$ cat src/hdl/trapezoid_velocity_profile_macros.svh
// Assertion macros for the trapezoid velocity profile block.
// Used by the top level; expects clk and rst in scope.
`ifndef TRAPEZOID_VELOCITY_PROFILE_MACROS_SVH
`define TRAPEZOID_VELOCITY_PROFILE_MACROS_SVH

// same-cycle implication
`define TVP_ASSERT_IMP(name, ante, cons) \
  name: assert property (@(posedge clk) disable iff (rst) (ante) |-> (cons)) \
    else $error("tvp assertion failed");

// next-cycle implication
`define TVP_ASSERT_NXT(name, ante, cons) \
  name: assert property (@(posedge clk) disable iff (rst) (ante) |=> (cons)) \
    else $error("tvp assertion failed");

`endif

$ cat src/hdl/tvp_pkg.sv
// Package for the trapezoid velocity profile block: payload structs, codes, widths.
// No dependencies.
`timescale 1ns / 1ps

package tvp_pkg;

  localparam int MUL_W     = 33;
  localparam int MUL_CNT_W = 6;
  localparam int DIV_N     = 80;
  localparam int DIV_D     = 32;
  localparam int DIV_CNT_W = 7;

  localparam logic       KIND_PLAN   = 1'b0;
  localparam logic       KIND_TICK   = 1'b1;
  localparam logic [1:0] ST_RUNNING  = 2'd0;
  localparam logic [1:0] ST_FINISHED = 2'd1;
  localparam logic [1:0] ST_PLANNED  = 2'd2;
  localparam logic       REG_ACCEL   = 1'b0;
  localparam logic       REG_TICK    = 1'b1;

  localparam logic [31:0] ACCEL_RESET = 32'd65536000;
  localparam logic [31:0] TICK_RESET  = 32'd16777;

  typedef struct packed {
    logic               kind;
    logic signed [31:0] start_pos;
    logic signed [31:0] end_pos;
    logic [30:0]        vel_limit;
  } tvp_in_t;

  typedef struct packed {
    logic signed [31:0] position;
    logic signed [31:0] velocity;
    logic [1:0]         status;
  } tvp_out_t;

endpackage

$ cat src/hdl/tvp_mul.sv
// Bit-serial shift-add multiplier, one multiplier bit per cycle.
// Depends on tvp_pkg.
`timescale 1ns / 1ps

module tvp_mul (
  input  logic                          clk,
  input  logic                          rst,
  input  logic                          start,
  input  logic [tvp_pkg::MUL_W-1:0]     op_a,
  input  logic [tvp_pkg::MUL_W-1:0]     op_b,
  output logic                          done,
  output logic [2*tvp_pkg::MUL_W-1:0]   product
);
  import tvp_pkg::*;

  logic [MUL_W-1:0]     acc;
  logic [MUL_W-1:0]     mcand;
  logic [MUL_W-1:0]     mplier;
  logic [MUL_CNT_W-1:0] cnt;
  logic                 busy;
  logic [MUL_W:0]       sum;

  assign sum     = {1'b0, acc} + (mplier[0] ? {1'b0, mcand} : '0);
  assign product = {acc, mplier};

  always_ff @(posedge clk) begin
    if (rst) begin
      busy <= 1'b0;
      done <= 1'b0;
      cnt  <= '0;
    end else begin
      done <= 1'b0;
      if (start) begin
        busy   <= 1'b1;
        acc    <= '0;
        mcand  <= op_a;
        mplier <= op_b;
        cnt    <= '0;
      end else if (busy) begin
        acc    <= sum[MUL_W:1];
        mplier <= {sum[0], mplier[MUL_W-1:1]};
        cnt    <= cnt + 1'b1;
        if (cnt == MUL_CNT_W'(MUL_W - 1)) begin
          busy <= 1'b0;
          done <= 1'b1;
        end
      end
    end
  end

endmodule

$ cat src/hdl/tvp_div.sv
// Restoring bit-serial divider, one quotient bit per cycle.
// Depends on tvp_pkg.
`timescale 1ns / 1ps

module tvp_div (
  input  logic                        clk,
  input  logic                        rst,
  input  logic                        start,
  input  logic [tvp_pkg::DIV_N-1:0]   dividend,
  input  logic [tvp_pkg::DIV_D-1:0]   divisor,
  output logic                        done,
  output logic [tvp_pkg::DIV_N-1:0]   quotient
);
  import tvp_pkg::*;

  logic [DIV_D-1:0]     rem;
  logic [DIV_D-1:0]     dvs;
  logic [DIV_N-1:0]     sh;
  logic [DIV_CNT_W-1:0] cnt;
  logic                 busy;
  logic [DIV_D:0]       trial;
  logic [DIV_D:0]       diff;
  logic                 ge;

  assign trial    = {rem, sh[DIV_N-1]};
  assign diff     = trial - {1'b0, dvs};
  assign ge       = trial >= {1'b0, dvs};
  assign quotient = sh;

  always_ff @(posedge clk) begin
    if (rst) begin
      busy <= 1'b0;
      done <= 1'b0;
      cnt  <= '0;
    end else begin
      done <= 1'b0;
      if (start) begin
        busy <= 1'b1;
        rem  <= '0;
        dvs  <= divisor;
        sh   <= dividend;
        cnt  <= '0;
      end else if (busy) begin
        // remainder stays below the divisor, so DIV_D bits hold it
        rem <= ge ? diff[DIV_D-1:0] : trial[DIV_D-1:0];
        sh  <= {sh[DIV_N-2:0], ge};
        cnt <= cnt + 1'b1;
        if (cnt == DIV_CNT_W'(DIV_N - 1)) begin
          busy <= 1'b0;
          done <= 1'b1;
        end
      end
    end
  end

endmodule

$ cat src/hdl/trapezoid_velocity_profile.sv
// Trapezoid velocity profile generator: one result per transaction, plan or tick.
// A plan runs two serial divides and three serial multiplies; when no cruise phase
// fits it adds a third divide, a square root and a fourth multiply. A tick runs one
// multiply in the cruise phase and two in the ramps; a finished tick runs none.
// Depends on tvp_pkg, tvp_mul, tvp_div and the macros.
`timescale 1ns / 1ps
`include "trapezoid_velocity_profile_macros.svh"

module trapezoid_velocity_profile (
  input  logic              clk,
  input  logic              rst,
  input  logic              cfg_we,
  input  logic              cfg_index,
  input  logic [31:0]       cfg_data,
  input  logic              in_valid,
  output logic              in_stall,
  input  tvp_pkg::tvp_in_t  in_data,
  output logic              out_valid,
  input  logic              out_stall,
  output tvp_pkg::tvp_out_t out_data
);
  import tvp_pkg::*;

  typedef enum logic [4:0] {
    S_IDLE, S_TA, S_Q, S_CMP, S_TOT, S_TRI, S_SQRT, S_PEAK, S_R1, S_R2, S_CV,
    S_TCASE, S_A1, S_A2, S_B, S_C1, S_C2, S_TFIN, S_EMIT
  } state_t;

  state_t state;

  logic [31:0] accel_cfg, tick_cfg;
  logic [31:0] elapsed, ramp_time, total_time, plan_accel, mag;
  logic [32:0] cruise_time;
  logic [30:0] peak, vel_lim, vm;
  logic        move_dir;
  logic [31:0] origin_pos, target_pos;
  logic [55:0] ta;
  logic [56:0] qv;
  logic [37:0] ramp_dist;
  logic [39:0] cruise_dist;
  logic [31:0] t_cur, t_rel, tau;
  logic [40:0] travel;
  logic        op_run;
  tvp_out_t    res;

  logic [63:0] sq_x;
  logic [32:0] sq_rem;
  logic [31:0] sq_root;
  logic [4:0]  sq_cnt;
  logic [34:0] sq_r, sq_trial, sq_diff;
  logic        sq_ge;

  logic              mul_start, mul_done, div_start, div_done;
  logic [MUL_W-1:0]  mul_a, mul_b;
  logic [2*MUL_W-1:0] prod;
  logic [DIV_N-1:0]  div_num, div_q;
  logic [DIV_D-1:0]  div_den;
  logic              mul_state, div_state;

  logic [32:0] dp, esum;
  logic [56:0] q_minus_ta;
  logic [34:0] tsum;
  logic [31:0] vm_sum, d32, vel32;

  assign in_stall = (state != S_IDLE);

  assign dp         = {in_data.end_pos[31], in_data.end_pos}
                    - {in_data.start_pos[31], in_data.start_pos};
  assign esum       = {1'b0, elapsed} + {1'b0, tick_cfg};
  assign q_minus_ta = qv - {1'b0, ta};
  assign tsum       = {2'b0, cruise_time} + {2'b0, ramp_time, 1'b0};
  assign vm_sum     = {1'b0, vm} + {1'b0, peak};
  assign d32        = (travel > {9'b0, mag}) ? mag : travel[31:0];
  assign vel32      = {1'b0, vm};

  // square root: two radicand bits per cycle
  assign sq_r     = {sq_rem, sq_x[63:62]};
  assign sq_trial = {1'b0, sq_root, 2'b01};
  assign sq_ge    = sq_r >= sq_trial;
  assign sq_diff  = sq_r - sq_trial;

  assign mul_state = (state == S_PEAK) || (state == S_R1) || (state == S_R2) ||
                     (state == S_CV) || (state == S_A1) || (state == S_A2) ||
                     (state == S_B) || (state == S_C1) || (state == S_C2);
  assign div_state = (state == S_TA) || (state == S_Q) || (state == S_TRI);
  assign mul_start = mul_state && !op_run;
  assign div_start = div_state && !op_run;

  always_comb begin
    unique case (state)
      S_PEAK, S_R1: begin mul_a = {1'b0, plan_accel}; mul_b = {1'b0, ramp_time}; end
      S_R2:         begin mul_a = {2'b0, vm};         mul_b = {1'b0, ramp_time}; end
      S_CV:         begin mul_a = {2'b0, peak};       mul_b = cruise_time; end
      S_A1:         begin mul_a = {1'b0, plan_accel}; mul_b = {1'b0, t_cur}; end
      S_A2:         begin mul_a = {2'b0, vm};         mul_b = {1'b0, t_cur}; end
      S_B:          begin mul_a = {2'b0, peak};       mul_b = {1'b0, t_rel}; end
      S_C1:         begin mul_a = {1'b0, plan_accel}; mul_b = {1'b0, tau}; end
      S_C2:         begin mul_a = {1'b0, vm_sum};     mul_b = {1'b0, tau}; end
      default:      begin mul_a = '0;                 mul_b = '0; end
    endcase
  end

  always_comb begin
    unique case (state)
      S_TA:    begin div_num = {25'b0, vel_lim, 24'b0}; div_den = plan_accel; end
      S_Q:     begin div_num = {24'b0, mag, 24'b0};     div_den = {1'b0, vel_lim}; end
      S_TRI:   begin div_num = {mag, 48'b0};            div_den = plan_accel; end
      default: begin div_num = '0;                      div_den = '0; end
    endcase
  end

  tvp_mul u_mul (
    .clk(clk), .rst(rst), .start(mul_start), .op_a(mul_a), .op_b(mul_b),
    .done(mul_done), .product(prod)
  );

  tvp_div u_div (
    .clk(clk), .rst(rst), .start(div_start), .dividend(div_num), .divisor(div_den),
    .done(div_done), .quotient(div_q)
  );

  always_ff @(posedge clk) begin
    if (rst) begin
      state       <= S_IDLE;
      op_run      <= 1'b0;
      out_valid   <= 1'b0;
      accel_cfg   <= ACCEL_RESET;
      tick_cfg    <= TICK_RESET;
      elapsed     <= '0;
      ramp_time   <= '0;
      cruise_time <= '0;
      total_time  <= '0;
      peak        <= '0;
      move_dir    <= 1'b0;
      origin_pos  <= '0;
      target_pos  <= '0;
      plan_accel  <= '0;
      mag         <= '0;
    end else begin
      if (cfg_we) begin
        unique case (cfg_index)
          REG_ACCEL: accel_cfg <= cfg_data;
          REG_TICK:  tick_cfg  <= cfg_data;
          default:   ;
        endcase
      end
      if (out_valid && !out_stall && state != S_EMIT) out_valid <= 1'b0;

      unique case (state)
        S_IDLE: begin
          if (in_valid) begin
            if (in_data.kind == KIND_PLAN) begin
              vel_lim    <= (in_data.vel_limit == '0) ? 31'd1 : in_data.vel_limit;
              plan_accel <= (accel_cfg == '0) ? 32'd1 : accel_cfg;
              move_dir   <= dp[32];
              mag        <= dp[32] ? 32'(-dp) : dp[31:0];
              origin_pos <= in_data.start_pos;
              target_pos <= in_data.end_pos;
              elapsed    <= '0;
              res        <= '{position: in_data.start_pos, velocity: '0,
                              status: ST_PLANNED};
              state      <= S_TA;
            end else begin
              t_cur   <= elapsed;
              elapsed <= esum[32] ? 32'hFFFF_FFFF : esum[31:0];
              if (elapsed >= total_time) begin
                res   <= '{position: target_pos, velocity: '0, status: ST_FINISHED};
                state <= S_EMIT;
              end else begin
                state <= S_TCASE;
              end
            end
          end
        end

        S_TA: begin
          if (!op_run) op_run <= 1'b1;
          else if (div_done) begin
            op_run <= 1'b0;
            ta     <= div_q[55:0];
            state  <= S_Q;
          end
        end

        S_Q: begin
          if (!op_run) op_run <= 1'b1;
          else if (div_done) begin
            op_run <= 1'b0;
            qv     <= div_q[56:0];
            state  <= S_CMP;
          end
        end

        S_CMP: begin
          if (qv > {1'b0, ta}) begin
            ramp_time   <= (|ta[55:32]) ? 32'hFFFF_FFFF : ta[31:0];
            cruise_time <= (|q_minus_ta[56:33]) ? 33'h1_FFFF_FFFF : q_minus_ta[32:0];
            peak        <= vel_lim;
            state       <= S_TOT;
          end else begin
            state <= S_TRI;
          end
        end

        S_TOT: begin
          total_time <= (|tsum[34:32]) ? 32'hFFFF_FFFF : tsum[31:0];
          state      <= S_R1;
        end

        S_TRI: begin
          if (!op_run) op_run <= 1'b1;
          else if (div_done) begin
            op_run <= 1'b0;
            // quotient beyond 64 bits: root saturates
            if (|div_q[79:64]) begin
              ramp_time <= 32'hFFFF_FFFF;
              state     <= S_PEAK;
            end else begin
              sq_x    <= div_q[63:0];
              sq_rem  <= '0;
              sq_root <= '0;
              sq_cnt  <= '0;
              state   <= S_SQRT;
            end
          end
        end

        S_SQRT: begin
          sq_x    <= {sq_x[61:0], 2'b00};
          sq_rem  <= sq_ge ? sq_diff[32:0] : sq_r[32:0];
          sq_root <= {sq_root[30:0], sq_ge};
          sq_cnt  <= sq_cnt + 1'b1;
          if (sq_cnt == 5'd31) begin
            ramp_time <= {sq_root[30:0], sq_ge};
            state     <= S_PEAK;
          end
        end

        S_PEAK: begin
          if (!op_run) op_run <= 1'b1;
          else if (mul_done) begin
            op_run      <= 1'b0;
            peak        <= (|prod[65:55]) ? 31'h7FFF_FFFF : prod[54:24];
            cruise_time <= '0;
            total_time  <= ramp_time[31] ? 32'hFFFF_FFFF : {ramp_time[30:0], 1'b0};
            state       <= S_R1;
          end
        end

        S_R1: begin
          if (!op_run) op_run <= 1'b1;
          else if (mul_done) begin
            op_run <= 1'b0;
            vm     <= (|prod[65:55] || prod[54:24] > peak) ? peak : prod[54:24];
            state  <= S_R2;
          end
        end

        S_R2: begin
          if (!op_run) op_run <= 1'b1;
          else if (mul_done) begin
            op_run    <= 1'b0;
            ramp_dist <= prod[62:25];
            state     <= S_CV;
          end
        end

        S_CV: begin
          if (!op_run) op_run <= 1'b1;
          else if (mul_done) begin
            op_run      <= 1'b0;
            cruise_dist <= prod[63:24];
            state       <= S_EMIT;
          end
        end

        S_TCASE: begin
          t_rel <= t_cur - ramp_time;
          if (t_cur <= ramp_time) begin
            state <= S_A1;
          end else if ({1'b0, t_cur - ramp_time} <= cruise_time) begin
            vm    <= peak;
            state <= S_B;
          end else begin
            tau   <= t_cur - ramp_time - cruise_time[31:0];
            state <= S_C1;
          end
        end

        S_A1: begin
          if (!op_run) op_run <= 1'b1;
          else if (mul_done) begin
            op_run <= 1'b0;
            vm     <= (|prod[65:55] || prod[54:24] > peak) ? peak : prod[54:24];
            state  <= S_A2;
          end
        end

        S_A2: begin
          if (!op_run) op_run <= 1'b1;
          else if (mul_done) begin
            op_run <= 1'b0;
            travel <= {3'b0, prod[62:25]};
            state  <= S_TFIN;
          end
        end

        S_B: begin
          if (!op_run) op_run <= 1'b1;
          else if (mul_done) begin
            op_run <= 1'b0;
            travel <= {3'b0, ramp_dist} + {2'b0, prod[62:24]};
            state  <= S_TFIN;
          end
        end

        S_C1: begin
          if (!op_run) op_run <= 1'b1;
          else if (mul_done) begin
            op_run <= 1'b0;
            // deceleration past the peak clamps to standstill
            vm     <= (|prod[65:55] || prod[54:24] >= peak) ? '0 : peak - prod[54:24];
            state  <= S_C2;
          end
        end

        S_C2: begin
          if (!op_run) op_run <= 1'b1;
          else if (mul_done) begin
            op_run <= 1'b0;
            travel <= {3'b0, ramp_dist} + {1'b0, cruise_dist} + {2'b0, prod[63:25]};
            state  <= S_TFIN;
          end
        end

        S_TFIN: begin
          res.position <= move_dir ? origin_pos - d32 : origin_pos + d32;
          res.velocity <= move_dir ? -vel32 : vel32;
          res.status   <= ST_RUNNING;
          state        <= S_EMIT;
        end

        S_EMIT: begin
          if (!out_valid || !out_stall) begin
            out_data  <= res;
            out_valid <= 1'b1;
            state     <= S_IDLE;
          end
        end

        default: state <= S_IDLE;
      endcase
    end
  end

  `TVP_ASSERT_IMP(a_plan_vel_zero, out_valid && out_data.status == ST_PLANNED, out_data.velocity == '0)
  `TVP_ASSERT_IMP(a_fin_vel_zero, out_valid && out_data.status == ST_FINISHED, out_data.velocity == '0)
  `TVP_ASSERT_NXT(a_elapsed_mono, !(in_valid && !in_stall && in_data.kind == KIND_PLAN), elapsed >= $past(elapsed))

endmodule
$ cat config.mk
export PLATFORM = sky130hd
export DESIGN_NAME = trapezoid_velocity_profile
export DESIGN_NICKNAME = d
export VERILOG_FILES = /design/src/hdl/tvp_pkg.sv /design/src/hdl/tvp_mul.sv /design/src/hdl/tvp_div.sv /design/src/hdl/trapezoid_velocity_profile.sv
export VERILOG_INCLUDE_DIRS = /design/src /design/src/hdl
export SDC_FILE = /design/constraint.sdc
export NUM_CORES = 2
export LEC_CHECK = 0
export BUFFER_PORTS_ARGS = -buffer_cell sky130_fd_sc_hd__buf_2
export CAP_MARGIN = 5
export CORE_MARGIN = 3
export CORE_UTILIZATION = 55
export CTS_CLUSTER_SIZE = 20
export DETAILED_ROUTE_END_ITERATION = 10
export HOLD_SLACK_MARGIN = 0.05
export PLACE_DENSITY = 0.72
export REMOVE_ABC_BUFFERS = 1
export SLEW_MARGIN = 20
export SYNTH_ARGS = -nofsm -noshare
export SYNTH_HDL_FRONTEND = slang
export SYNTH_SLANG_ARGS = --single-unit
$ cat constraint.sdc
create_clock -name clk -period 15.2 [get_ports clk]
set_clock_uncertainty 0.1 [all_clocks]
set_input_delay 3.04 -clock clk [delete_from_list [all_inputs] [get_ports clk]]
set_output_delay 3.04 -clock clk [all_outputs]
set_load 0.02 [all_outputs]
==> run_results.csv <==
group,metric,value,unit
place,place_inst,10000,
synth,syn_inst,8229,
grt,gr-total-overflow,0,
place,globalplace.congestion,0.974,
clock_tree,clk_pin_slew,0.06,ns
detailed_routing,top_layer_used,"met5",
grt,track_usage,32.0,%
floorplan,dieArea,0.146,mm^2
critical_path,worst_path_most_repeated_cell,"o21ai_0",
critical_path,slowest_delay,0.77,ns
sta,period_needed,7.85,ns
clock_tree,cts_tree,"built",
grt,grt_pass1_wl,363000,um
detailed_routing,wl_met3,25200,um
synth,synth_fa_ha_area_share,10.3,%
place,port_buffers,201,
synth,synth_top_area_share,34.7,%
floorplan,io_pins,202,
detailed_routing,post_drt_wl_per_cell,23.3,um
critical_path,worst-path-max-fanout,38,
grt,grt_max_degree,134,
synth,ys_seq_elements,1275,
power_and_ir_drop,switching_share,36.7,%
synth,ys_types,101,
sta,slew-limit-headroom,23.8,%
layout,final_common_cell,"nand2_1",
floorplan,die_h,382,um
clock_tree,cts_root_buf,"clkbuf_16",
sta,max_clock_freq,0.127,GHz
layout,area_growth,9.93,%
power_and_ir_drop,sequentialPowerShare,37.4,%
clock_tree,htreeDepth,4,
critical_path,setup.worst_path.end_class,"flip-flop",
power_and_ir_drop,pwr-share-comb,35.2,%
critical_path,worst_ep_arrival_time,8.26,ns
worst_hold_path,min_path_type,"flip-flop to flip-flop",
power_and_ir_drop,p_leak,33.6,nW
detailed_routing,firstDrtPassIters,7,
clock_tree,cts_buffers,142,
power_and_ir_drop,p_sw,4.72,mW
sta,setup_viol,0,
synth,synthMuxAreaShare,1.11,%
critical_path,critPathKind,"flip-flop to flip-flop",
power_and_ir_drop,p_total,12.8,mW
synth,synth_area_leaders,"edfxtp_1 (35%), dfxtp_1 (9.7%), ha_1 (9.0%), nand2_1 (5.2%), a21oi_1 (4.6%)",
detailed_routing,drc,0,
sta,drv_slew,0,
synth,async_flop_share,0,%
synth,synth_flop_cell,"edfxtp_1",
critical_path,path_delay_family,"compound AO/OA/AOI/OAI gates",
critical_path,crit_required,15.61,ns
layout,final_cell_mix,"nand2_1 (1080), edfxtp_1 (898), a21oi_1 (707)",
detailed_routing,m1WireLength,102000,um
detailed_routing,vias,64700,
synth,synthSimpleGateAreaFrac,15.0,%
status,status,"finished, final reports clean",
detailed_routing,drt-initial-drc-count,7913,
power_and_ir_drop,power.internal,8.13,mW
sta,period_share,51.6,%
synth,synth_edf_count,898,
power_and_ir_drop,clkPwrFrac,27.4,%
synth,ys.warnings.count,0,
grt,first_global_vias,60500,
critical_path,crit_buf_inv,3,
power_and_ir_drop,vdd_drop_max,136,uV
detailed_routing,viasPerCell,6.30,
sta,rsz0062_at_grt,"no",
clock_tree,cts_sinks,1275,
detailed_routing,postRouteAntennaNets,0,
synth,synth_largest_area_cell,"edfxtp_1",
place,hpwl,178000,um
synth,ys_seq_area_share,44.4,%
clock_tree,clock_latency,0.79,ns
detailed_routing,wl_met2,103000,um
floorplan,die_w,382,um
detailed_routing,wirelength,239000,um
synth,synthesis.area,0.0778,mm^2
grt,antenna_found_initial,20,
floorplan,start_util,55.6,%
sta,hold_viol_final,0,
synth,postSynthAreaPerCell,9.46,um^2
layout,final_cells,10300,
floorplan,std_cell_rows,137,
synth,synth_xor_area_share,5.31,%
critical_path,slowest_stage,"nor3_1",
power_and_ir_drop,power_per_cell_area,150,mW/mm^2
layout,nets,9016,
synth,synth_top_family_by_area,"compound AO/OA/AOI/OAI gates",
clock_tree,cts_setup_buffers,0,
clock_tree,cts_hold_repair.buffers,0,
clock_tree,clock_path_buffers,3,
clock_tree,cts_resized,0,
layout,drive_above_1_share,7.81,%
flow_run,maxCapViolations,0,
critical_path,worstSetupStartpointType,"flip-flop",
synth,synth_compound_area_share,19.7,%
floorplan,core-area,0.140,mm^2
sta,worst_pin_slew,1.14,ns
-- cell usage after synthesis (all sizes together) (57+ instances only) --
cell,instances
inv,487
a21oi,713
and2,88
nor2,683
o21bai,67
mux2i,72
dfxtp,377
nand4,75
a21o,229
a22oi,121
nor2b,75
ha,557
nand2b,64
a31oi,102
a22o,57
a211oi,97
edfxtp,898
nor3,124
a222oi,62
and3,70
xor2,205
xnor2,267
clkbuf,351
nand2,1083
nand3,98
o21ai,413
-- layout make-up --
| type | instances | area [um^2] |
|---|---|---|
| Tap cell | 1876 | 2350 |
| Clock inverter | 84 | 903 |
| Sequential cell | 1275 | 34500 |
| Multi-Input combinational cell | 6073 | 40300 |
| Inverter | 488 | 1830 |
| Antenna cell | 11 | 27.5 |
| Fill cell | 11800 | 54500 |
| Clock buffer | 178 | 3850 |
| Timing Repair Buffer | 294 | 1790 |
-- logic make-up (layout without fill, tap and decap cells) --
kind of cell / Yosys count / in the layout
AO/OA/AOI/OAI: 2337 / 2337
XOR/XNOR: 472 / 472
multiplexers: 80 / 80
buffers and inverters: 881 / 1044
adder cells (fa/ha/maj): 608 / 608
flip-flops: 1275 / 1275
AND/OR/NAND/NOR: 2576 / 2576
other: 0 / 11
-- state kept, by name, summed over array words and instances (netlist names), 33 cells and up --
| signal | cells |
|---|---|
| u_mul.acc | 33 |
| ta | 56 |
| out_data | 66 |
| sq_x | 64 |
| u_mul.mplier | 33 |
| res | 66 |
| ramp_dist | 38 |
| sq_rem | 33 |
| travel | 41 |
| cruise_dist | 40 |
| cruise_time | 33 |
| u_div.quotient | 80 |
| qv | 57 |
-- worst reg2reg max path: cells and delay by family, from the launching register on --
| family | cells | cell delay, ns |
|---|---|---|
| compound gates | 13 | 2.78 |
| xor+xnor | 2 | 0.37 |
| fa+ha+maj | 3 | 0.86 |
| buf+inv | 3 | 0.45 |
| flops | 1 | 0.46 |
| mux | 1 | 0.36 |
| simple gates | 8 | 2.22 |
-- metal layers --
layer | track usage (%) | up-vias
li1 | - | 30100
met1 | 45.7 | 31100
met2 | 47.9 | 3044
met3 | 7.29 | 420
met4 | 11.1 | 2
met5 | 0 | -
-- power by group through the flow --
stage	Sequential (mW)	Clock (mW)	Combinational (mW)
after floorplan	4.69	0	3.21
after global placement	4.84	0	4.33
after detailed placement	4.85	0	4.42
after CTS	4.78	3.57	4.45
after global routing	4.82	3.72	4.98
final	4.80	3.53	4.52
-- final timing paths --
path / slack [ns] / cells after the start / from / endpoint
worst max register to register: 7.35 / 30 / mag[22] / res[65]
worst max-delay path: 7.35 / 30 / mag[22] / res[65]
worst min register to register: 0.32 / 0 / res[29] / out_data[29]
worst min-delay path: 0.32 / 0 / res[29] / out_data[29]
-- stage by stage --
step | hold WS (ns) | instance area (um^2) | setup TNS (ns) | setup slack, ns | util [%]
floorplan | 0.300 | 76300 | -0.0480 | -0.0480 | -
finish | 0.317 | 85500 | 0 | 7.35 | 61.1
CTS | 0.319 | 85400 | 0 | 7.40 | 61.0
global route | 0.322 | 85500 | 0 | 6.87 | 61.1
detailed placement | 0.305 | 80700 | 0 | 7.26 | 57.6
global placement | 0.301 | 80700 | 0 | 7.36 | 57.6
No activity file was read; power rests on OpenSTA's default activity.
